`src/hdl/biou_pkg.sv`:
```
`timescale 1ns / 1ps

package biou_pkg;

  // Width of every input coordinate and size field.
  localparam int COORD_WIDTH = 16;

  // A doubled edge (2*center -/+ size) and the difference of two such edges.
  localparam int EDGE_W = COORD_WIDTH + 2;
  localparam int DIFF_W = COORD_WIDTH + 3;

  // A non-negative doubled overlap is at most twice the smaller size.
  localparam int OV_W = COORD_WIDTH + 1;

  // Four times an area, and the four-times intersection.
  localparam int PROD_W = 2 * COORD_WIDTH + 2;

  // Sum of two four-times areas.
  localparam int UNION_W = PROD_W + 1;

  // Result is unsigned Q1.15; the divider makes one quotient bit per stage.
  localparam int IOU_W = 16;
  localparam int DIV_STEPS = IOU_W;
  localparam int DIV_LAST = DIV_STEPS - 1;

  // Queue between the geometry front end and the divider.
  localparam int QUEUE_DEPTH = 2;
  localparam int QUEUE_PTR_W = $clog2(QUEUE_DEPTH);
  localparam int QUEUE_CNT_W = $clog2(QUEUE_DEPTH + 1);

  typedef logic signed [COORD_WIDTH-1:0] coord_t;
  typedef logic [COORD_WIDTH-1:0] dim_t;

  // One division job handed from the front end to the divider.
  typedef struct packed {
    logic [UNION_W-1:0] inter;
    logic [UNION_W-1:0] uni;
    logic               empty;
  } biou_job_t;

  // Outcome of one restoring-division step.
  typedef struct packed {
    logic               ge;
    logic [UNION_W-1:0] rem;
  } biou_step_t;

endpackage

```
`src/hdl/biou_queue.sv`:
```
`timescale 1ns / 1ps

module biou_queue (
  input  logic                clk,
  input  logic                rst_n,
  input  logic                wr_valid,
  output logic                wr_ready,
  input  biou_pkg::biou_job_t wr_job,
  output logic                rd_valid,
  input  logic                rd_ready,
  output biou_pkg::biou_job_t rd_job
);

  biou_pkg::biou_job_t               mem_r [biou_pkg::QUEUE_DEPTH];
  logic [biou_pkg::QUEUE_PTR_W-1:0]  wr_ptr_r;
  logic [biou_pkg::QUEUE_PTR_W-1:0]  rd_ptr_r;
  logic [biou_pkg::QUEUE_CNT_W-1:0]  cnt_r;
  logic                              do_wr;
  logic                              do_rd;

  assign wr_ready = (cnt_r != biou_pkg::QUEUE_CNT_W'(biou_pkg::QUEUE_DEPTH));
  assign rd_valid = (cnt_r != '0);
  assign rd_job   = mem_r[rd_ptr_r];
  assign do_wr    = wr_valid && wr_ready;
  assign do_rd    = rd_valid && rd_ready;

  // Next slot index, wrapping at the queue depth.
  function automatic logic [biou_pkg::QUEUE_PTR_W-1:0] ptr_inc(
    input logic [biou_pkg::QUEUE_PTR_W-1:0] p
  );
    if (p == biou_pkg::QUEUE_PTR_W'(biou_pkg::QUEUE_DEPTH - 1)) begin
      return '0;
    end
    return p + 1'b1;
  endfunction

  // Pointers and fill count.
  always_ff @(posedge clk) begin
    if (!rst_n) begin
      wr_ptr_r <= '0;
      rd_ptr_r <= '0;
      cnt_r    <= '0;
    end else begin
      if (do_wr) begin
        wr_ptr_r <= ptr_inc(wr_ptr_r);
      end
      if (do_rd) begin
        rd_ptr_r <= ptr_inc(rd_ptr_r);
      end
      if (do_wr && !do_rd) begin
        cnt_r <= cnt_r + 1'b1;
      end else if (do_rd && !do_wr) begin
        cnt_r <= cnt_r - 1'b1;
      end
    end
  end

  // Storage slots.
  always_ff @(posedge clk) begin
    if (do_wr) begin
      mem_r[wr_ptr_r] <= wr_job;
    end
  end

endmodule

```
`config.mk`:
```
export PLATFORM = sky130hd
export DESIGN_NAME = biou_queue
export DESIGN_NICKNAME = d
export VERILOG_FILES = /design/src/hdl/biou_pkg.sv /design/src/hdl/biou_queue.sv
export SDC_FILE = /design/constraint.sdc
export NUM_CORES = 1
export LEC_CHECK = 0
export BUFFER_PORTS_ARGS = -buffer_cell sky130_fd_sc_hd__buf_2
export CELL_PAD_IN_SITES_DETAIL_PLACEMENT = 1
export CELL_PAD_IN_SITES_GLOBAL_PLACEMENT = 1
export CORE_MARGIN = 2
export CORE_UTILIZATION = 39
export CTS_CLUSTER_SIZE = 12
export DETAILED_ROUTE_END_ITERATION = 7
export PLACE_DENSITY = 0.77
export SLEW_MARGIN = 20
export SYNTH_ARGS = -nofsm -noshare
export SYNTH_HDL_FRONTEND = slang
export SYNTH_SLANG_ARGS = --single-unit
export TNS_END_PERCENT = 1
```
`constraint.sdc`:
```
create_clock -name clk -period 2.7 [get_ports clk]
set_input_delay 0.675 -clock clk [delete_from_list [all_inputs] [get_ports clk]]
set_output_delay 0.675 -clock clk [all_outputs]
set_load 0.05 [all_outputs]
```
# Word level (Yosys, flattened, before mapping)

Memories as Yosys holds them, arrays and structs flattened. A register that Yosys moved wholly into a read port is not among the register bits.
Index checks and enable logic that the tools add are counted.

Add/sub/neg operators: 4
Equal/unequal tests: 1
Muxes and demuxes: 16
Reductions and logical operators: 8

Operators with widths:

| cell                                              | number |
|---|---|
| two-way mux 1 bit                                 | 14 |
| logical AND 1 bit                                 | 4 |
| two-way mux 2 bit                                 | 2 |
| nonzero test 2 bit                                | 2 |
| adder 1 bit (second input constant)               | 2 |
| adder 2 x 1 -> 2 bit (second input constant)      | 1 |
| logical NOT 1 bit                                 | 2 |
| inequality test 2 bit (second input constant)     | 1 |
| subtractor 2 x 1 -> 2 bit (second input constant) | 1 |

Register bits after elaboration: 4
Memory bits (writable): 142
Input bits: 75
Output and inout port bits: 73
Word-level logic and storage cells: 33
Memories kept: 1

Memories:

| memory | depth | bits a word | rd ports | clocked after memory_dff | write ports | RTL line         | text |
|---|---|---|---|---|---|---|---|
| mem_r  | 2     | 71          | 1        | 1                        | 1           | biou_queue.sv:14 | `biou_pkg::biou_job_t mem_r [biou_pkg::QUEUE_DEPTH];` |

# Longest topological paths before layout

Depth after elaboration: 7
Mapped depth: 6
Mapped depth without buffers: 6

# Least setup slack after synthesis

Ideal clock, no wire load.

Kind: register to register
Start point: register cnt_r[0] in the netlist's numbering
End point: memory mem_r[1][0] in the netlist's numbering, enable pin
Library setup time: 0.437 ns
Data arrival time: 2.393 ns
Data required time: 2.263 ns
Path slack: -0.131 ns
Cell stages (with the launch flop): 3
Path buffers: 0
Clock period less this slack: 2.831 ns
Cells stage by stage: dfxtp_1 -> nand2b_4 -> and3_1

Longest elaborated chain between the ends: 4

RTL lines:

| what                                    | RTL line         | text |
|---|---|---|
| from (decl)                             | biou_queue.sv:17 | `logic [biou_pkg::QUEUE_CNT_W-1:0] cnt_r;` |
| from (signal assigned)                  | biou_queue.sv:51 | `cnt_r <= cnt_r + 1'b1;` |
| from (signal assigned)                  | biou_queue.sv:53 | `cnt_r <= cnt_r - 1'b1;` |
| inequality test 2 bit                   | biou_queue.sv:21 | `assign wr_ready = (cnt_r != biou_pkg::QUEUE_CNT_W'(biou_pkg::QUEUE_DEPTH));` |
| named net wr_ready                      | biou_queue.sv:7  | `output logic wr_ready,` |
| logical AND 1 bit                       | biou_queue.sv:24 | `assign do_wr = wr_valid && wr_ready;` |
| two-way mux 1 bit                       | biou_queue.sv:60 | `if (do_wr) begin` |
| two-way mux 1 bit (implied by the code) | biou_queue.sv:61 | `mem_r[wr_ptr_r] <= wr_job;` |
| to (decl)                               | biou_queue.sv:14 |  |

The timed path passes the listed nets, and every way through them passes these cells.

==> metrics.txt <==
Seq/Total Area, Yosys 81.36%; hold buffers post-CTS 0; total wire length 10120 um; CTS Buffer Depth 2; Overflow after GRT 0; CTS clk-pin slew, worst paths 0.06 ns; maximum ir drop on the vdd rail 0.6415 mV; Cell Chain, Critical Path buf_12 > mux2_2 > buf_2; global routing usage on met1 16.75%; crit path capture type output port; most common cell after layout, fill and taps aside buf_2; Synth cell types 20; cts repair resizes 0; # rows 42; worst hold slack 0.4539 ns; Setup TNS 0 ns; global route hottest layer met2; GRT Util Overall 14.61%; asr flop ratio synth 0%; outcome complete, no violations; Antenna diodes 0; Final Cell Area 6918 um^2; syn nets 321; area of placed instances 6341 um^2; pwr dens 1121 nW/um^2; Slew HR 67.18%; fin nets 485; Initial Util 40.19%; # Max-Cap Violations 0; RSZ-0062 raised after global routing false; worst endpoint required time 2.03 ns; Seq cells post-synth 147; routed vias 2776; top cells by area, synth edfxtp_1 (79%), mux2_2 (15%), dfxtp_1 (1.9%); r2r worst-path depth 3; Data arrival, critical path 1.82 ns; hold path cells 1; met3 Track Usage GR 5.075%; Max Fclk 0.4003 GHz; Remaining DRCs 0; Final Skew 0.01094 ns; WP buf/inv 2; Synth area leader edfxtp_1; port buffer count 147; fin. max-slew vios 0; flop2flop setup slack 1.05 ns; reg2reg start cnt_r[0]; Total Die Area 14710 um^2; WHS Endpoint mem_r[0][26]; fillcell total 1281; share of cells above drive strength 1 61.14%; DIE WIDTH 121.3 um; GPL Wtd Cong 0.7160; WL/cell 16.92 um; Worst-Skew Late Latency 0.40 ns; First-pass DRT Iterations 4; I/O Pins 148; final hold vios 0; Post-synth EDFFs 142; met2 usage 25.25%; post-CTS setup buffer count 0; Via-to-Cell Ratio 4.642; Iter 0 DRT Violations 118; Hold WC Path Type in -> reg; first-pass GRT wire length 15950 um; core area 13350 um^2; Crit path largest cell delay 0.52 ns; top_reg_cell synth edfxtp_1; Setup Viol. Count Final 0; synth warn 0; Critical Path Start Type flip-flop; number of global-route vias before repair 3137; Top Family by Delay on Critical Path flip-flops; Mapped Cells 245; DRT antenna net count 0; largest net degree at the start of global routing 38; Critical Setup Path Class reg -> out; Syn Area/Cell 21.89 um^2; die height 121.3 um; FF-to-FF End mem_r[1][70]; synth-to-layout area growth 28.97%; top-area cell type share of the netlist area 79.50%; H-tree levels 4; most frequent cells in the layout buf_2 (147), edfxtp_1 (142), mux2_2 (71), clkbuf_16 (17); synthesized area 5364 um^2; clk sinks 147; hold path startpoint wr_job[26]; clock period minus worst slack 2.498 ns; CTS Root Cell clkbuf_16; final worst path period share 92.53%; slowest CP cell dfxtp_4; P_leak 2.572 nW; Max FO, Critical Path 37; total CTS buffers 17; Slew @ Worst Pin 0.4923 ns; CTS tree built; initial antenna violation count 0; HPWL Detailed 6841 um
worst max path at each step:
stage | slack [ns] | cells after the start | end
detailed placement | 0.61 | 3 | rd_job[31]
CTS | 0.16 | 3 | rd_job[31]
finish | 0.20 | 3 | rd_job[31]
global route | 0.10 | 3 | rd_job[58]
global placement | 0.61 | 3 | rd_job[31]
floorplan | 0.13 | 2 | mem_r[0][0]
per-layer routing:
layer | vias to the layer above | share of wire, %
li1 | 1293 | -
met1 | 1381 | 41
met2 | 94 | 53
met3 | 8 | 5.4
met4 | 0 | 0.65
met5 | - | 0
synthesized netlist by cell type, types with 2 or more instances:
| master | number |
|---|---|
| and2_1 | 4 |
| buf_4 | 7 |
| dfxtp_1 | 5 |
| edfxtp_1 | 142 |
| mux2_2 | 71 |
| xnor2_1 | 2 |
registers in the layout, indices dropped and copies added (netlist names), named ones only:
signal and cells:
cnt_r 2, wr_ptr_r 1, mem_r 142, rd_ptr_r 1
through the flow:
stage	setup slack [ns]	util, %	cells	total power, mW
2_1_floorplan	0.1254	-	245	5.021
3_3_place_gp	0.6145	47.51	566	5.531
5_1_grt	0.1036	51.83	598	8.081
3_5_place_dp	0.6117	47.51	566	5.579
4_1_cts	0.1551	51.83	598	7.862
6_report	0.2016	51.83	598	7.758
power breakdown:
part / internal, mW / leakage, nW / total (mW) / switching, mW
Clock: 1.41 / 0.269 / 2.26 / 0.850
Combinational: 0.727 / 0.934 / 2.53 / 1.80
Sequential: 2.86 / 1.37 / 2.97 / 0.119
layout make-up:
class                      instances  area (um^2)  share of cell area (%)
clock buffer                      23        467.9                   6.764
clock inverter                     9        108.9                   1.574
inverter                           1        3.754                 0.05426
multi-input combinational         89        943.4                   13.64
sequential                       147         4368                   63.14
tap                              176        220.2                   3.183
timing repair buffer             153        805.8                   11.65
kinds of logic after synthesis:
family                     after synthesis  share of synthesized area (%)
buffers and inverters                    9                          1.143
and+or+nand+nor                          9                          1.213
DFF                                    147                          81.36
muxes                                   71                          14.91
AOI/OAI and AO/OA                        5                         0.6531
xor gates and xnor gates                 3                         0.4899
adders and majority gates                1                         0.2332
Note: power is estimated with default switching activity, not from simulation.
