## config.mk

```make
export PLATFORM = sky130hd
export DESIGN_NAME = biou_divider
export DESIGN_NICKNAME = d
export VERILOG_FILES = /design/src/hdl/biou_pkg.sv /design/src/hdl/biou_divider.sv
export SDC_FILE = /design/constraint.sdc
export NUM_CORES = 2
export LEC_CHECK = 0
export BUFFER_PORTS_ARGS = -buffer_cell sky130_fd_sc_hd__buf_2
export CAP_MARGIN = 40
export CORE_MARGIN = 1.5
export CORE_UTILIZATION = 30
export DETAILED_ROUTE_END_ITERATION = 8
export GPL_TIMING_DRIVEN = 0
export PLACE_DENSITY = 0.48
export SYNTH_ARGS = -nofsm -noshare
export SYNTH_HDL_FRONTEND = slang
export SYNTH_SLANG_ARGS = --single-unit
```

## constraint.sdc

```tcl
create_clock -name clk -period 48.4 [get_ports clk]
set_input_delay 4.84 -clock clk [delete_from_list [all_inputs] [get_ports clk]]
set_output_delay 4.84 -clock clk [all_outputs]
set_load 0.05 [all_outputs]
```

## src/hdl/biou_pkg.sv

```systemverilog
`timescale 1ns / 1ps

package biou_pkg;

  // Width of every input coordinate and size field.
  localparam int COORD_WIDTH = 16;

  // A doubled edge (2*center -/+ size) and the difference of two such edges.
  localparam int EDGE_W = COORD_WIDTH + 2;
  localparam int DIFF_W = COORD_WIDTH + 3;

  // A non-negative doubled overlap is at most twice the smaller size.
  localparam int OV_W = COORD_WIDTH + 1;

  // Four times an area, and the four-times intersection.
  localparam int PROD_W = 2 * COORD_WIDTH + 2;

  // Sum of two four-times areas.
  localparam int UNION_W = PROD_W + 1;

  // Result is unsigned Q1.15; the divider makes one quotient bit per stage.
  localparam int IOU_W = 16;
  localparam int DIV_STEPS = IOU_W;
  localparam int DIV_LAST = DIV_STEPS - 1;

  // Queue between the geometry front end and the divider.
  localparam int QUEUE_DEPTH = 2;
  localparam int QUEUE_PTR_W = $clog2(QUEUE_DEPTH);
  localparam int QUEUE_CNT_W = $clog2(QUEUE_DEPTH + 1);

  typedef logic signed [COORD_WIDTH-1:0] coord_t;
  typedef logic [COORD_WIDTH-1:0] dim_t;

  // One division job handed from the front end to the divider.
  typedef struct packed {
    logic [UNION_W-1:0] inter;
    logic [UNION_W-1:0] uni;
    logic               empty;
  } biou_job_t;

  // Outcome of one restoring-division step.
  typedef struct packed {
    logic               ge;
    logic [UNION_W-1:0] rem;
  } biou_step_t;

endpackage

```

## src/hdl/biou_divider.sv

```systemverilog
`timescale 1ns / 1ps

module biou_divider (
  input  logic                   clk,
  input  logic                   rst_n,
  input  logic                   job_valid,
  output logic                   job_ready,
  input  biou_pkg::biou_job_t    job,
  output logic                   out_valid,
  input  logic                   out_ready,
  output logic [biou_pkg::IOU_W-1:0] out_iou,
  output logic                   out_empty_union
);

  // One restoring step: subtract the divisor when the trial remainder reaches it.
  function automatic biou_pkg::biou_step_t div_step(
    input logic [biou_pkg::UNION_W:0]   trial,
    input logic [biou_pkg::UNION_W-1:0] d
  );
    biou_pkg::biou_step_t s;
    logic [biou_pkg::UNION_W:0] diff;
    diff  = trial - {1'b0, d};
    s.ge  = (trial >= {1'b0, d});
    s.rem = s.ge ? diff[biou_pkg::UNION_W-1:0] : trial[biou_pkg::UNION_W-1:0];
    return s;
  endfunction

  logic [biou_pkg::DIV_STEPS-1:0] vld_r;
  logic [biou_pkg::DIV_STEPS-1:0] emp_r;
  logic [biou_pkg::UNION_W-1:0]   uni_r [biou_pkg::DIV_STEPS];
  logic [biou_pkg::UNION_W-1:0]   rem_r [biou_pkg::DIV_STEPS];
  logic [biou_pkg::IOU_W-1:0]     quo_r [biou_pkg::DIV_STEPS];
  logic [biou_pkg::UNION_W-1:0]   rem_nxt [biou_pkg::DIV_STEPS];
  logic [biou_pkg::IOU_W-1:0]     quo_nxt [biou_pkg::DIV_STEPS];
  logic                           adv;

  // The whole pipeline holds while its last stage waits on the receiver.
  assign adv       = !vld_r[biou_pkg::DIV_LAST] || out_ready;
  assign job_ready = adv;

  // Step logic of every stage; the first stage compares without shifting.
  always_comb begin
    biou_pkg::biou_step_t s;
    s          = div_step({1'b0, job.inter}, job.uni);
    rem_nxt[0] = s.rem;
    quo_nxt[0] = {{(biou_pkg::IOU_W-1){1'b0}}, s.ge};
    for (int i = 1; i < biou_pkg::DIV_STEPS; i++) begin
      s          = div_step({rem_r[i-1], 1'b0}, uni_r[i-1]);
      rem_nxt[i] = s.rem;
      quo_nxt[i] = {quo_r[i-1][biou_pkg::IOU_W-2:0], s.ge};
    end
  end

  // Valid bits of the stages.
  always_ff @(posedge clk) begin
    if (!rst_n) begin
      vld_r <= '0;
    end else if (adv) begin
      vld_r <= {vld_r[biou_pkg::DIV_LAST-1:0], job_valid};
    end
  end

  // Stage payloads: partial remainder, quotient so far, divisor and flag.
  always_ff @(posedge clk) begin
    if (adv) begin
      emp_r    <= {emp_r[biou_pkg::DIV_LAST-1:0], job.empty};
      uni_r[0] <= job.uni;
      for (int i = 1; i < biou_pkg::DIV_STEPS; i++) begin
        uni_r[i] <= uni_r[i-1];
      end
      for (int i = 0; i < biou_pkg::DIV_STEPS; i++) begin
        rem_r[i] <= rem_nxt[i];
        quo_r[i] <= quo_nxt[i];
      end
    end
  end

  // The last stage is the output register; an empty union reads as zero.
  assign out_valid       = vld_r[biou_pkg::DIV_LAST];
  assign out_empty_union = emp_r[biou_pkg::DIV_LAST];
  assign out_iou         = emp_r[biou_pkg::DIV_LAST] ? '0 : quo_r[biou_pkg::DIV_LAST];

endmodule

```

### After elaboration in Yosys (flattened, before gate mapping)

Memories as Yosys holds them, arrays and structs flattened.
Index checks and enable logic that the tools add are counted.

* memories kept: 3
* output and inout port bits: 19
* memory bits (writable): 1376
* bits of input ports: 75
* flip-flop bits (word level): 32
* logic and storage cells: 58

Memory list
* rem_r: depth 16, width 35, read ports 15, clocked after memory_dff 0, wr ports 16, line biou_divider.sv:31 `logic [biou_pkg::UNION_W-1:0] rem_r [biou_pkg::DIV_STEPS];`
* uni_r: depth 16, width 35, read ports 15, clocked after memory_dff 0, wr ports 16, line biou_divider.sv:30 `logic [biou_pkg::UNION_W-1:0] uni_r [biou_pkg::DIV_STEPS];`
* quo_r: depth 16, width 16, read ports 16, clocked after memory_dff 0, wr ports 16, line biou_divider.sv:32 `logic [biou_pkg::IOU_W-1:0] quo_r [biou_pkg::DIV_STEPS];`

* add/sub/neg operators: 16
* muxes and demuxes: 19
* $lt $le $gt $ge: 16
* reductions and logical operators: 2

Operator list (number)
* 35-bit 2-to-1 mux: 16
* 35-bit subtractor: 16
* 36-bit by 35-bit greater-or-equal comparator with 1-bit output: 15
* 35-bit greater-or-equal comparator: 1
* 16-bit 2-to-1 mux: 1
* 1-bit 2-to-1 mux: 2
* 1-bit logical NOT: 1
* 1-bit logical OR: 1

### Depth between registers and ports, before layout

* word-level depth: 4
* gate-level depth with buffers: 15
* gate-level depth less buffers: 13

### Worst setup path before layout

OpenSTA, ideal clock, no wires.

* kind: input -> output
* from: input port out_ready
* to: output port job_ready
* arrival time: 38.036 ns
* path slack: 5.524 ns
* stages: 4
* buffers on the path: 2
* cell sequence: nor2b_1 clkbuf_1 inv_1 clkbuf_1

* longest elaborated chain between the ends: 1

RTL lines
* from (decl): line biou_divider.sv:10 `input logic out_ready,`
* 1-bit logical OR: line biou_divider.sv:38 `assign adv = !vld_r[biou_pkg::DIV_LAST] || out_ready;`
* to (decl): line biou_divider.sv:7 `output logic job_ready,`

No other way between the ends.

### Worst setup path in the final report

Ends and elaborated chain as after synthesis.

==> impl_metrics.py <==
metrics = {
    "synth": {
        "synth_seq_cells": 1218,
        "yosys_warnings": 0,
        "ys_seq_area_share_pct": 49.8,
        "synth_nets": 7475,
        "synth_area_um2": 73200,
        "synth_edf_count": 1202,
        "netlist_instances": 6826,
        "synth_area_leader_cell": "edfxtp_1",
        "avgSynthCellArea_um2": 10.7,
        "yosysTopAreaCellShare_pct": 49.3,
        "synth.distinct_cells": 97,
        "async_flop_share_pct": 0,
        "synth-main-ff-cell": "edfxtp_1",
        "yosys-top-cells-area": "edfxtp_1, ha_1, a21oi_1",
    },
    "cells_and_area": {
        "final_common_cell": "edfxtp_1",
        "fin_nets": 7771,
        "area_growth_pct": 13.5,
        "design_area_um2": 83100,
        "drive_above_1_share_pct": 8.59,
        "final_cell_mix": "edfxtp_1, inv_1, a21oi_1",
    },
    "placement": {
        "dpl-instance-area_um2": 78500,
        "hpwl_um": 151000,
        "portBuffers": 93,
        "gp_congestion": 0.915,
    },
    "grt": {
        "grt_start_max_net_pins": 70,
        "overflow": 0,
        "grt_pass1_vias": 54000,
        "grt_pass1_wl_um": 291000,
        "antenna_found_initial": 2,
        "grtUsageTotal_pct": 14.9,
    },
    "sta": {
        "worst_slew_pin_slew_ns": 0.962,
        "relSlewSlack_pct": 35.9,
        "setup_viol_count_final": 0,
        "clock_skew_ns": 0.0245,
        "fin_crit_sh_pct": 24.8,
        "slew_violations": 0,
        "min_period_ns": 11.98,
        "whs_ns": 0.411,
        "fmax_mhz": 83.5,
        "hold_viol_final": 0,
        "rsz0062_at_grt": "false",
    },
    "worst_setup_path": {
        "required_ns": 43.56,
        "critPathMaxFanout": 65,
        "start_kind": "input port",
        "setup.worst_path.end_class": "output port",
        "arrival_ns": 7.14,
        "crit_type": "in -> out",
    },
    "power_and_ir_drop": {
        "total_leakage_power_nw": 34.6,
        "p_per_area_nw_per_um2": 68.0,
        "finalPower_mw": 5.65,
        "ir_drop_v": 0.0000402,
    },
    "min_path": {
        "worst_hold_path_type": "reg -> reg",
    },
    "clock_network": {
        "cts_made_buffers": 149,
        "clk_path_buf_depth": 3,
        "cts.hold.buffers_added": 0,
        "insertion_delay_ns": 0.78,
        "cts.sinks": 1218,
        "cts_max_level": 4,
        "clock-root-buffer": "clkbuf_16",
        "cts.reportedPaths.clkPinSlew_ns": 0.05,
        "cts_tree": "built",
        "post_cts_buffers": 0,
        "cts_resized": 0,
    },
    "floorplan": {
        "core_area_um2": 243000,
        "start_util_pct": 30.1,
        "die_area_um2": 247000,
        "die_h_um": 497,
        "ios": 94,
        "die_w_um": 497,
        "num_rows": 181,
    },
    "flow_run": {
        "maxCapViolations": 0,
    },
    "routing": {
        "routed_wl_um": 189000,
        "wl_per_cell_um": 18.2,
        "route.detailed.drc": 0,
        "drt-initial-drc-count": 2395,
        "vias": 51000,
        "avgViaCountPerCell": 4.89,
        "ant_nets": 0,
        "dr.pass1.iters": 5,
    },
    "outcome": {
        "outcome": "finished, final reports clean",
    },
}
-- report_power, final --
part / internal [mW] / switching, mW / total (mW)
combinational: 1.15 / 1.65 / 2.81
clock: 0.621 / 0.437 / 1.06
sequential: 1.63 / 0.160 / 1.79
total: 3.40 / 2.25 / 5.65
-- metal layers --
metal	vias up	track usage, %	wire length [um]
met4	0	10.1	13400
met3	504	2.04	4920
li1	25600	-	-
met2	1009	30.3	104000
met1	23900	13.4	67000
met5	-	0	0
-- through the flow --
step	util [%]	instances	setup slack, ns	setup TNS [ns]
floorplan	-	6826	5.52	0
global placement	32.0	10100	-11.70	-4710.39
detailed placement	32.3	10200	36.39	0
CTS	34.2	10400	36.39	0
global route	34.2	10400	36.23	0
finish	34.2	10400	36.42	0
-- final timing paths --
kind	start	endpoint	slack, ns	cells after the start
min reg2reg	quo_r[1][70]	quo_r[1][87]	0.41	0
min	quo_r[1][70]	quo_r[1][87]	0.41	0
max	out_ready	job_ready	36.42	9
max reg2reg	uni_r[0][82]	rem_r[0][132]	43.41	14
-- cells in the mapped netlist, types with 55 or more instances --
library cell	n
edfxtp_1	1202
inv_1	682
a21oi_1	607
ha_1	559
nand2_1	523
o21ai_0	421
nor2_1	405
a21o_1	281
xnor2_1	242
xor2_1	212
clkbuf_1	146
nand4_1	115
mux2_2	114
nand3_1	105
nor2b_1	82
nor3_1	70
o21bai_1	70
o21a_1	65
a211oi_1	63
and3_1	56
a31oi_1	55
-- critical path: stages --
cell and delay (ns):
buf_2 0.07, nor2b_1 0.03, clkbuf_1 0.18, inv_1 0.21, clkbuf_4 0.38, buf_16 0.30, buf_16 0.30, buf_16 0.30
buf_2 0.34
-- layout make-up --
cell class              instances  area (um^2)
diodes                          4         10.0
plain buffers                 206          911
clock buffers                 186         4010
clock inverters                75          581
fillers                     24100       160000
inverters                     683         2560
multi-input cells            4719        33300
flip-flops and latches       1218        36400
well taps                    3202         4010
repair buffers                145         1290
-- logic make-up after synthesis --
family	synth area share [%]
simple gates	10.1
fa+ha+maj	9.97
mux	3.27
xor+xnor	5.43
flops	49.8
buf+inv	4.74
compound gates	16.7
-- flip-flops by register name (all words and copies together), names as in the netlist --
register and count:
vld_r 16, rem_r 525, emp_r 16, quo_r 136, uni_r 525
(Power assumes the default switching activity.)
