==> src/hdl/biou_pkg.sv <==
`timescale 1ns / 1ps

package biou_pkg;

  // Width of every input coordinate and size field.
  localparam int COORD_WIDTH = 16;

  // A doubled edge (2*center -/+ size) and the difference of two such edges.
  localparam int EDGE_W = COORD_WIDTH + 2;
  localparam int DIFF_W = COORD_WIDTH + 3;

  // A non-negative doubled overlap is at most twice the smaller size.
  localparam int OV_W = COORD_WIDTH + 1;

  // Four times an area, and the four-times intersection.
  localparam int PROD_W = 2 * COORD_WIDTH + 2;

  // Sum of two four-times areas.
  localparam int UNION_W = PROD_W + 1;

  // Result is unsigned Q1.15; the divider makes one quotient bit per stage.
  localparam int IOU_W = 16;
  localparam int DIV_STEPS = IOU_W;
  localparam int DIV_LAST = DIV_STEPS - 1;

  // Queue between the geometry front end and the divider.
  localparam int QUEUE_DEPTH = 2;
  localparam int QUEUE_PTR_W = $clog2(QUEUE_DEPTH);
  localparam int QUEUE_CNT_W = $clog2(QUEUE_DEPTH + 1);

  typedef logic signed [COORD_WIDTH-1:0] coord_t;
  typedef logic [COORD_WIDTH-1:0] dim_t;

  // One division job handed from the front end to the divider.
  typedef struct packed {
    logic [UNION_W-1:0] inter;
    logic [UNION_W-1:0] uni;
    logic               empty;
  } biou_job_t;

  // Outcome of one restoring-division step.
  typedef struct packed {
    logic               ge;
    logic [UNION_W-1:0] rem;
  } biou_step_t;

endpackage

==> src/hdl/biou_front.sv <==
`timescale 1ns / 1ps

module biou_front (
  input  logic                clk,
  input  logic                rst_n,
  input  logic                in_valid,
  output logic                in_ready,
  input  biou_pkg::coord_t    in_a_center_x,
  input  biou_pkg::coord_t    in_a_center_y,
  input  biou_pkg::dim_t      in_a_width,
  input  biou_pkg::dim_t      in_a_height,
  input  biou_pkg::coord_t    in_b_center_x,
  input  biou_pkg::coord_t    in_b_center_y,
  input  biou_pkg::dim_t      in_b_width,
  input  biou_pkg::dim_t      in_b_height,
  output logic                job_valid,
  input  logic                job_ready,
  output biou_pkg::biou_job_t job
);

  // Doubled overlap on one axis: smaller doubled right edge minus larger doubled left edge.
  function automatic logic signed [biou_pkg::DIFF_W-1:0] overlap2(
    input biou_pkg::coord_t c1,
    input biou_pkg::dim_t   s1,
    input biou_pkg::coord_t c2,
    input biou_pkg::dim_t   s2
  );
    logic signed [biou_pkg::EDGE_W-1:0] l1;
    logic signed [biou_pkg::EDGE_W-1:0] l2;
    logic signed [biou_pkg::EDGE_W-1:0] r1;
    logic signed [biou_pkg::EDGE_W-1:0] r2;
    logic signed [biou_pkg::EDGE_W-1:0] lft;
    logic signed [biou_pkg::EDGE_W-1:0] rgt;
    l1  = {c1[biou_pkg::COORD_WIDTH-1], c1, 1'b0} - {2'b00, s1};
    r1  = {c1[biou_pkg::COORD_WIDTH-1], c1, 1'b0} + {2'b00, s1};
    l2  = {c2[biou_pkg::COORD_WIDTH-1], c2, 1'b0} - {2'b00, s2};
    r2  = {c2[biou_pkg::COORD_WIDTH-1], c2, 1'b0} + {2'b00, s2};
    lft = (l1 > l2) ? l1 : l2;
    rgt = (r1 < r2) ? r1 : r2;
    return biou_pkg::DIFF_W'(rgt) - biou_pkg::DIFF_W'(lft);
  endfunction

  // Pipeline control: all three stages move together unless the last one is stuck.
  logic [2:0] vld_r;
  logic       adv;

  assign adv       = !vld_r[2] || job_ready;
  assign in_ready  = adv;
  assign job_valid = vld_r[2];

  always_ff @(posedge clk) begin
    if (!rst_n) begin
      vld_r <= '0;
    end else if (adv) begin
      vld_r <= {vld_r[1:0], in_valid};
    end
  end

  // Stage A: overlaps on both axes and whether the boxes intersect at all.
  logic signed [biou_pkg::DIFF_W-1:0] ovx_d;
  logic signed [biou_pkg::DIFF_W-1:0] ovy_d;
  logic [biou_pkg::OV_W-1:0]          ovx_r;
  logic [biou_pkg::OV_W-1:0]          ovy_r;
  logic                               hit_r;
  biou_pkg::dim_t                     aw_r;
  biou_pkg::dim_t                     ah_r;
  biou_pkg::dim_t                     bw_r;
  biou_pkg::dim_t                     bh_r;

  always_comb begin
    ovx_d = overlap2(in_a_center_x, in_a_width, in_b_center_x, in_b_width);
    ovy_d = overlap2(in_a_center_y, in_a_height, in_b_center_y, in_b_height);
  end

  always_ff @(posedge clk) begin
    if (adv) begin
      ovx_r <= ovx_d[biou_pkg::OV_W-1:0];
      ovy_r <= ovy_d[biou_pkg::OV_W-1:0];
      hit_r <= !ovx_d[biou_pkg::DIFF_W-1] && !ovy_d[biou_pkg::DIFF_W-1];
      aw_r  <= in_a_width;
      ah_r  <= in_a_height;
      bw_r  <= in_b_width;
      bh_r  <= in_b_height;
    end
  end

  // Stage B: the three products, each in its own multiplier.
  logic [biou_pkg::PROD_W-1:0]        inter_d;
  logic [2*biou_pkg::COORD_WIDTH-1:0] area_a_d;
  logic [2*biou_pkg::COORD_WIDTH-1:0] area_b_d;
  logic [biou_pkg::PROD_W-1:0]        inter_r;
  logic [biou_pkg::PROD_W-1:0]        area4_a_r;
  logic [biou_pkg::PROD_W-1:0]        area4_b_r;

  always_comb begin
    inter_d  = hit_r ? (biou_pkg::PROD_W'(ovx_r) * biou_pkg::PROD_W'(ovy_r)) : '0;
    area_a_d = (2*biou_pkg::COORD_WIDTH)'(aw_r) * (2*biou_pkg::COORD_WIDTH)'(ah_r);
    area_b_d = (2*biou_pkg::COORD_WIDTH)'(bw_r) * (2*biou_pkg::COORD_WIDTH)'(bh_r);
  end

  always_ff @(posedge clk) begin
    if (adv) begin
      inter_r   <= inter_d;
      area4_a_r <= {area_a_d, 2'b00};
      area4_b_r <= {area_b_d, 2'b00};
    end
  end

  // Stage C: union of the two four-times areas, and the empty-union flag.
  logic [biou_pkg::UNION_W-1:0] uni_d;
  biou_pkg::biou_job_t          job_r;

  always_comb begin
    uni_d = biou_pkg::UNION_W'(area4_a_r) + biou_pkg::UNION_W'(area4_b_r)
          - biou_pkg::UNION_W'(inter_r);
  end

  always_ff @(posedge clk) begin
    if (adv) begin
      job_r.inter <= biou_pkg::UNION_W'(inter_r);
      job_r.uni   <= uni_d;
      job_r.empty <= (uni_d == '0);
    end
  end

  assign job = job_r;

endmodule

==> config.mk <==
export PLATFORM = sky130hd
export DESIGN_NAME = biou_front
export DESIGN_NICKNAME = d
export VERILOG_FILES = /design/src/hdl/biou_pkg.sv /design/src/hdl/biou_front.sv
export SDC_FILE = /design/constraint.sdc
export NUM_CORES = 2
export LEC_CHECK = 0
export ABC_CLOCK_PERIOD_IN_PS = 13600
export BUFFER_PORTS_ARGS = -buffer_cell sky130_fd_sc_hd__buf_2
export CORE_UTILIZATION = 60
export CTS_CLUSTER_SIZE = 12
export DETAILED_ROUTE_END_ITERATION = 8
export GPL_TIMING_DRIVEN = 0
export PLACE_DENSITY = 0.78
export SYNTH_ARGS = -nofsm -noshare
export SYNTH_HDL_FRONTEND = slang
export SYNTH_SLANG_ARGS = --single-unit
==> constraint.sdc <==
create_clock -name clk -period 13.6 [get_ports clk]
set_clock_uncertainty 0.05 [all_clocks]
set_input_delay 0 -clock clk [delete_from_list [all_inputs] [get_ports clk]]
set_output_delay 0 -clock clk [all_outputs]
set_load 0.02 [all_outputs]
Word-level counts from Yosys, hierarchy flattened:

Cells that the tools add are included.

* flip-flop bits (word level): 270
* bits in latches: 0
* memory bits (writable): 0
* bits in read-only memories: 0
* input bits: 132
* output and inout port bits: 73
* logic and storage cells: 43
* memories kept: 0

* add/subtract/negate cells: 12
* multiply operators: 3
* div/mod/pow operators: 0
* magnitude comparators: 4
* equal/unequal tests: 0
* shift-type cells: 0
* multiplexer cells: 4
* bitwise operators: 0
* reduce and logical (&&, ||, !) cells: 6

Operators with widths (count)
* $add 17x17->18: 4
* $mux 18: 4
* $sub 17x17->18: 4
* $mul 16x16->32: 2
* $sub 18x18->19: 2
* $gt 18x18->1: 2
* $lt 18x18->1: 2
* $add 34x34->35: 1
* $logic_not 35->1: 1
* $sub 35x34->35: 1
* $mul 17x17->34: 1
* $logic_not 1->1: 3
* $logic_and 1x1->1: 1
* $logic_or 1x1->1: 1

Depth between registers and ports, before layout:

* word-level depth: 6
* depth in mapped cells: 38
* gate-level depth less buffers: 35

Worst setup path before layout:

Ideal clock, no wire load.

* kind: register to register
* start point: register vld_r[2]
* end point: register vld_r[2]
* setup time: 0.444 ns
* data arrival time: 7.227 ns
* required time: 13.106 ns
* path slack: 5.879 ns
* cell stages (with the launch flop): 3
* buffers on the path: 0
* period minus slack after synthesis: 7.721 ns
* cells stage by stage: dfxtp_1 > nand2b_1 > a21boi_0

* longest elaborated chain between the ends: 2

RTL lines
* from (decl): line biou_front.sv:44 `logic [2:0] vld_r;`
* from (signal assigned): line biou_front.sv:55 `vld_r <= {vld_r[1:0], in_valid};`
* $logic_not 1->1: line biou_front.sv:47 `assign adv = !vld_r[2] || job_ready;`
* $logic_or 1x1->1: line biou_front.sv:47
* named net in_ready: line biou_front.sv:7 `output logic in_ready,`

The timed path passes the listed nets, and every way through them passes these cells.
A chain may end at the register's enable or synchronous reset.

Final worst setup path:

* start point: input port in_b_height[3]
* end point: register hit_r (data pin)

* longest elaborated chain between the ends: 6
* elaborated cells on any way between the ends: 9
* those cells by class: add/sub (3); order compare (2); mux (2); reduce/logical (2)

RTL lines
* from (decl): line biou_front.sv:15 `input biou_pkg::dim_t in_b_height,`
* $add 17x17->18 or $sub 17x17->18 (tied branches): line biou_front.sv:37, biou_front.sv:36
* $lt 18x18->1 or $gt 18x18->1 (tied branches): line biou_front.sv:39, biou_front.sv:38
* $mux 18, on equally long branches: line biou_front.sv:39, biou_front.sv:38
* $sub 18x18->19 (*): line biou_front.sv:40 `return biou_pkg::DIFF_W'(rgt) - biou_pkg::DIFF_W'(lft);`
* $logic_not 1->1 (*): line biou_front.sv:79 `hit_r <= !ovx_d[biou_pkg::DIFF_W-1] && !ovy_d[biou_pkg::DIFF_W-1];`
* $logic_and 1x1->1 (*): line biou_front.sv:79
* to (signal assigned): line biou_front.sv:79
* to (decl): line biou_front.sv:64 `logic hit_r;`

Mark *: on every way between the ends. The rest lies on a longest branch, timed or not.

==> tab_implementation.tex <==
\begin{tabular}{lr}
\hline
Metric & Value \\
\hline
\multicolumn{2}{l}{\textbf{Outcome}} \\
Status & complete, no violations \\
\multicolumn{2}{l}{\textbf{STA}} \\
Slew Viols, Final & 0 \\
Slew HR & 35.3\% \\
RSZ-0062 raised after global routing & false \\
Worst slew pin tran & 964 ps \\
Crit path time final & 8440 ps \\
Hold violation count in the final report & 0 \\
Final-report setup violation count & 0 \\
Post-Route Setup TNS & 0 ps \\
Final Cycle Share & 62.1\% \\
Upper clock frequency limit & around 120 MHz \\
\multicolumn{2}{l}{\textbf{Floorplanning}} \\
Area of the die & 78000 um2 \\
Std cell rows & 101 \\
Die height & about 280 um \\
Starting density of the core & 60.7\% \\
Top-level I/O count & 205 \\
Area inside the core boundary & 76100 um2 \\
Horizontal die dimension & 279 um \\
\multicolumn{2}{l}{\textbf{Critical path}} \\
Most used cell along the critical path & sky130\_fd\_sc\_hd\_\_clkbuf\_1 \\
Worst reg2reg path depth & 23 \\
Critical-path maximum fanout & 10 \\
Delay of the slowest critical-path stage & 550 ps \\
Crit path capture type & flip-flop \\
Critical Path Sink & hit\_r \\
Reg2reg setup slack & 5590 ps \\
Critical Setup Path Class & input port to flip-flop \\
Highest-delay cell along the critical path & sky130\_fd\_sc\_hd\_\_o41ai\_1 \\
Origin of the worst setup path & in\_b\_height[3] \\
Crit Reg-Reg Startpoint & ovx\_r[14] \\
Critical R2R Capture & inter\_r[33] \\
Data required time at the worst endpoint & 13840 ps \\
Setup crit start kind & input port \\
Arrival time at the worst endpoint & 8680 ps \\
\multicolumn{2}{l}{\textbf{Clock network}} \\
Number of buffers inserted during clock tree synthesis & 36 \\
Number of sinks on the clock net & 269 \\
H-Tree Level Count & 2 \\
Number of buffers on the longest clock path & 3 \\
CTS-repair resized insts & 0 \\
Clock root buffer & sky130\_fd\_sc\_hd\_\_clkbuf\_16 \\
Clock-pin slew on the worst setup and hold paths & 60 ps \\
CTS tree & yes \\
Clock latency of the later-clocked register in the worst-skew pair & about 580 ps \\
\multicolumn{2}{l}{\textbf{Logic synthesis}} \\
Portion of the post-synthesis area used by sequential elements & 17.4\% \\
Area contributors post-synth & sky130\_fd\_sc\_hd\_\_fa\_1, sky130\_fd\_sc\_hd\_\_edfxtp\_1, sky130\_fd\_sc\_hd\_\_ha\_1 \\
Mean instance size in the synthesized netlist & $\sim$9.2 um2 \\
Instance count of the mapped netlist & 4994 \\
Share of flip-flops with an asynchronous set or reset & 0\% \\
Number of storage elements in the synthesis netlist & between 200 and 300 \\
Post-synthesis cell type with the largest combined area & sky130\_fd\_sc\_hd\_\_fa\_1 \\
Most instantiated library cell after synthesis & sky130\_fd\_sc\_hd\_\_inv\_1 \\
Prevailing post-synth register cell & sky130\_fd\_sc\_hd\_\_edfxtp\_1 \\
Nets in the synthesized netlist & about 6400 \\
Ys Warns & 0 \\
Cell area after technology mapping & 46100 um2 \\
Area share of the largest cell type after synthesis & 28.4\% \\
Post-synthesis cell type count & 85 \\
Top cells by instance count after synthesis & sky130\_fd\_sc\_hd\_\_inv\_1, sky130\_fd\_sc\_hd\_\_fa\_1, sky130\_fd\_sc\_hd\_\_nand2\_1, sky130\_fd\_sc\_hd\_\_ha\_1, sky130\_fd\_sc\_hd\_\_and2\_1 \\
Post-synth EDFFs & 266 \\
\multicolumn{2}{l}{\textbf{Global routing}} \\
Via count of the first global-routing pass & 36400 \\
GRT Residual Overflow & 0 \\
Largest net degree at the start of global routing & 72 \\
Initial antenna violation count & 17 \\
Global-route usage over all layers & 33.3\% \\
Global-route wire length before repair & 198000 um \\
\multicolumn{2}{l}{\textbf{Route}} \\
Antenna-violating nets left & 0 \\
Via density per instance & 5.65 \\
Drc violations & 0 \\
Via total after detailed routing & between 30000 and 40000 \\
Routed WL per cell & between 15 and 20 um \\
WL final & 126000 um \\
Number of DRC markers after the initial detailed-route iteration & 2961 \\
First-pass iteration count of the detailed router & 8 \\
\multicolumn{2}{l}{\textbf{Cells and area}} \\
Cell area after layout & between 50000 and 60000 um2 \\
Final \#Nets & 6663 \\
Layout cells sized above 1 & between 5 and 6\% \\
Area growth from synthesis to layout & 9.20\% \\
\multicolumn{2}{l}{\textbf{Placed design}} \\
Number of I/O port buffers & 202 \\
Cell area after placement & 48600 um2 \\
Routability congestion estimate & between 1 and 1.5 \\
HPWL after DPL & 106000 um \\
\multicolumn{2}{l}{\textbf{Min path}} \\
Worst Min Path Start & in\_a\_width[10] \\
Hold WC Path Type & input port to flip-flop \\
\multicolumn{2}{l}{\textbf{Job}} \\
Number of violations of the max-capacitance limit & 0 \\
\hline
\end{tabular}
[worst max-delay path: cells and delay by family]
kind | cells | cell delay [ps]
buffers and inverters | 8 | 2290
adders and majority gates | 3 | 840
and+or+nand+nor | 8 | 1080
AOI/OAI and AO/OA | 18 | 4410
[sequential cells by signal (all words and copies together), names as in the netlist]
| register | count |
|---|---|
| area4_b_r | 32 |
| bh_r | 16 |
| hit_r | 1 |
| area4_a_r | 32 |
| vld_r | 3 |
| job | 69 |
| ah_r | 16 |
| bw_r | 16 |
| ovy_r | 17 |
| ovx_r | 17 |
| inter_r | 34 |
| aw_r | 16 |
[final cells by class]
cell class                      count  area (um2)
Multi-Input combinational cell   3529       33600
Clock inverter                     25         233
Tap cell                         1030        1290
Inverter                         1035        3880
Antenna cell                        9        22.5
Clock buffer                       39         912
Buffer                            161         637
Sequential cell                   269        8050
Fill cell                        6198       25700
Timing Repair Buffer              272        1780
[metrics by stage]
stage               hold slack, ps  utilization (%)  std cells  setup WS [ps]
finish                         117             66.2       6369           5160
global route                   112             66.2       6366           4630
CTS                           63.4             66.2       6360           5390
detailed placement             164             63.8       6230           5400
global placement               161             63.7       6226           3130
floorplan                     48.9                -       4994           5880
[how the worst min path moves through the flow]
stage,endpoint,slack [ps],cells after the start
floorplan,ah_r[0],50,0
global placement,bh_r[15],160,1
detailed placement,bh_r[15],160,1
CTS,bh_r[4],60,2
global route,aw_r[11],110,2
finish,aw_r[10],120,2
[routing by layer]
metal	GRT usage [%]	wire (um)	up-vias
met2	54.0	58100	1585
met5	0	53	-
li1	-	-	16500
met1	42.5	48400	17600
met3	6.72	12200	327
met4	16.7	7620	8
[what timing repair did]
action | CTS | global route
hold endpoints to repair | 68 | 0
hold buffers | 66 | 0
setup buffers | 0 | 0
[cell families after synthesis]
group                      share of synthesized area (%)
and+or+nand+nor                                     14.3
adders and majority gates                           43.9
buffers and inverters                               9.80
AOI/OAI and AO/OA                                   8.87
DFF                                                 17.4
xor gates and xnor gates                            4.46
muxes                                               1.14
other                                            0.00813
[cell usage in the layout, fill, tap and decap left out, types with 67 or more instances in the layout]
cell type | synthesis | final
sky130_fd_sc_hd__inv_1 | 1033 | 1033
sky130_fd_sc_hd__fa_1 | 654 | 654
sky130_fd_sc_hd__nand2_1 | 607 | 607
sky130_fd_sc_hd__ha_1 | 573 | 573
sky130_fd_sc_hd__and2_1 | 298 | 298
sky130_fd_sc_hd__edfxtp_1 | 266 | 266
sky130_fd_sc_hd__a21oi_1 | 212 | 212
sky130_fd_sc_hd__nor2_1 | 207 | 207
sky130_fd_sc_hd__buf_2 | 2 | 204
sky130_fd_sc_hd__xnor2_1 | 163 | 163
sky130_fd_sc_hd__clkbuf_1 | 151 | 154
sky130_fd_sc_hd__o21ai_0 | 96 | 96
sky130_fd_sc_hd__xor2_1 | 72 | 72
sky130_fd_sc_hd__a21o_1 | 67 | 67
Power is not shown: default switching activity piles up to over one toggle a cycle in this logic, so the estimate is an artifact.
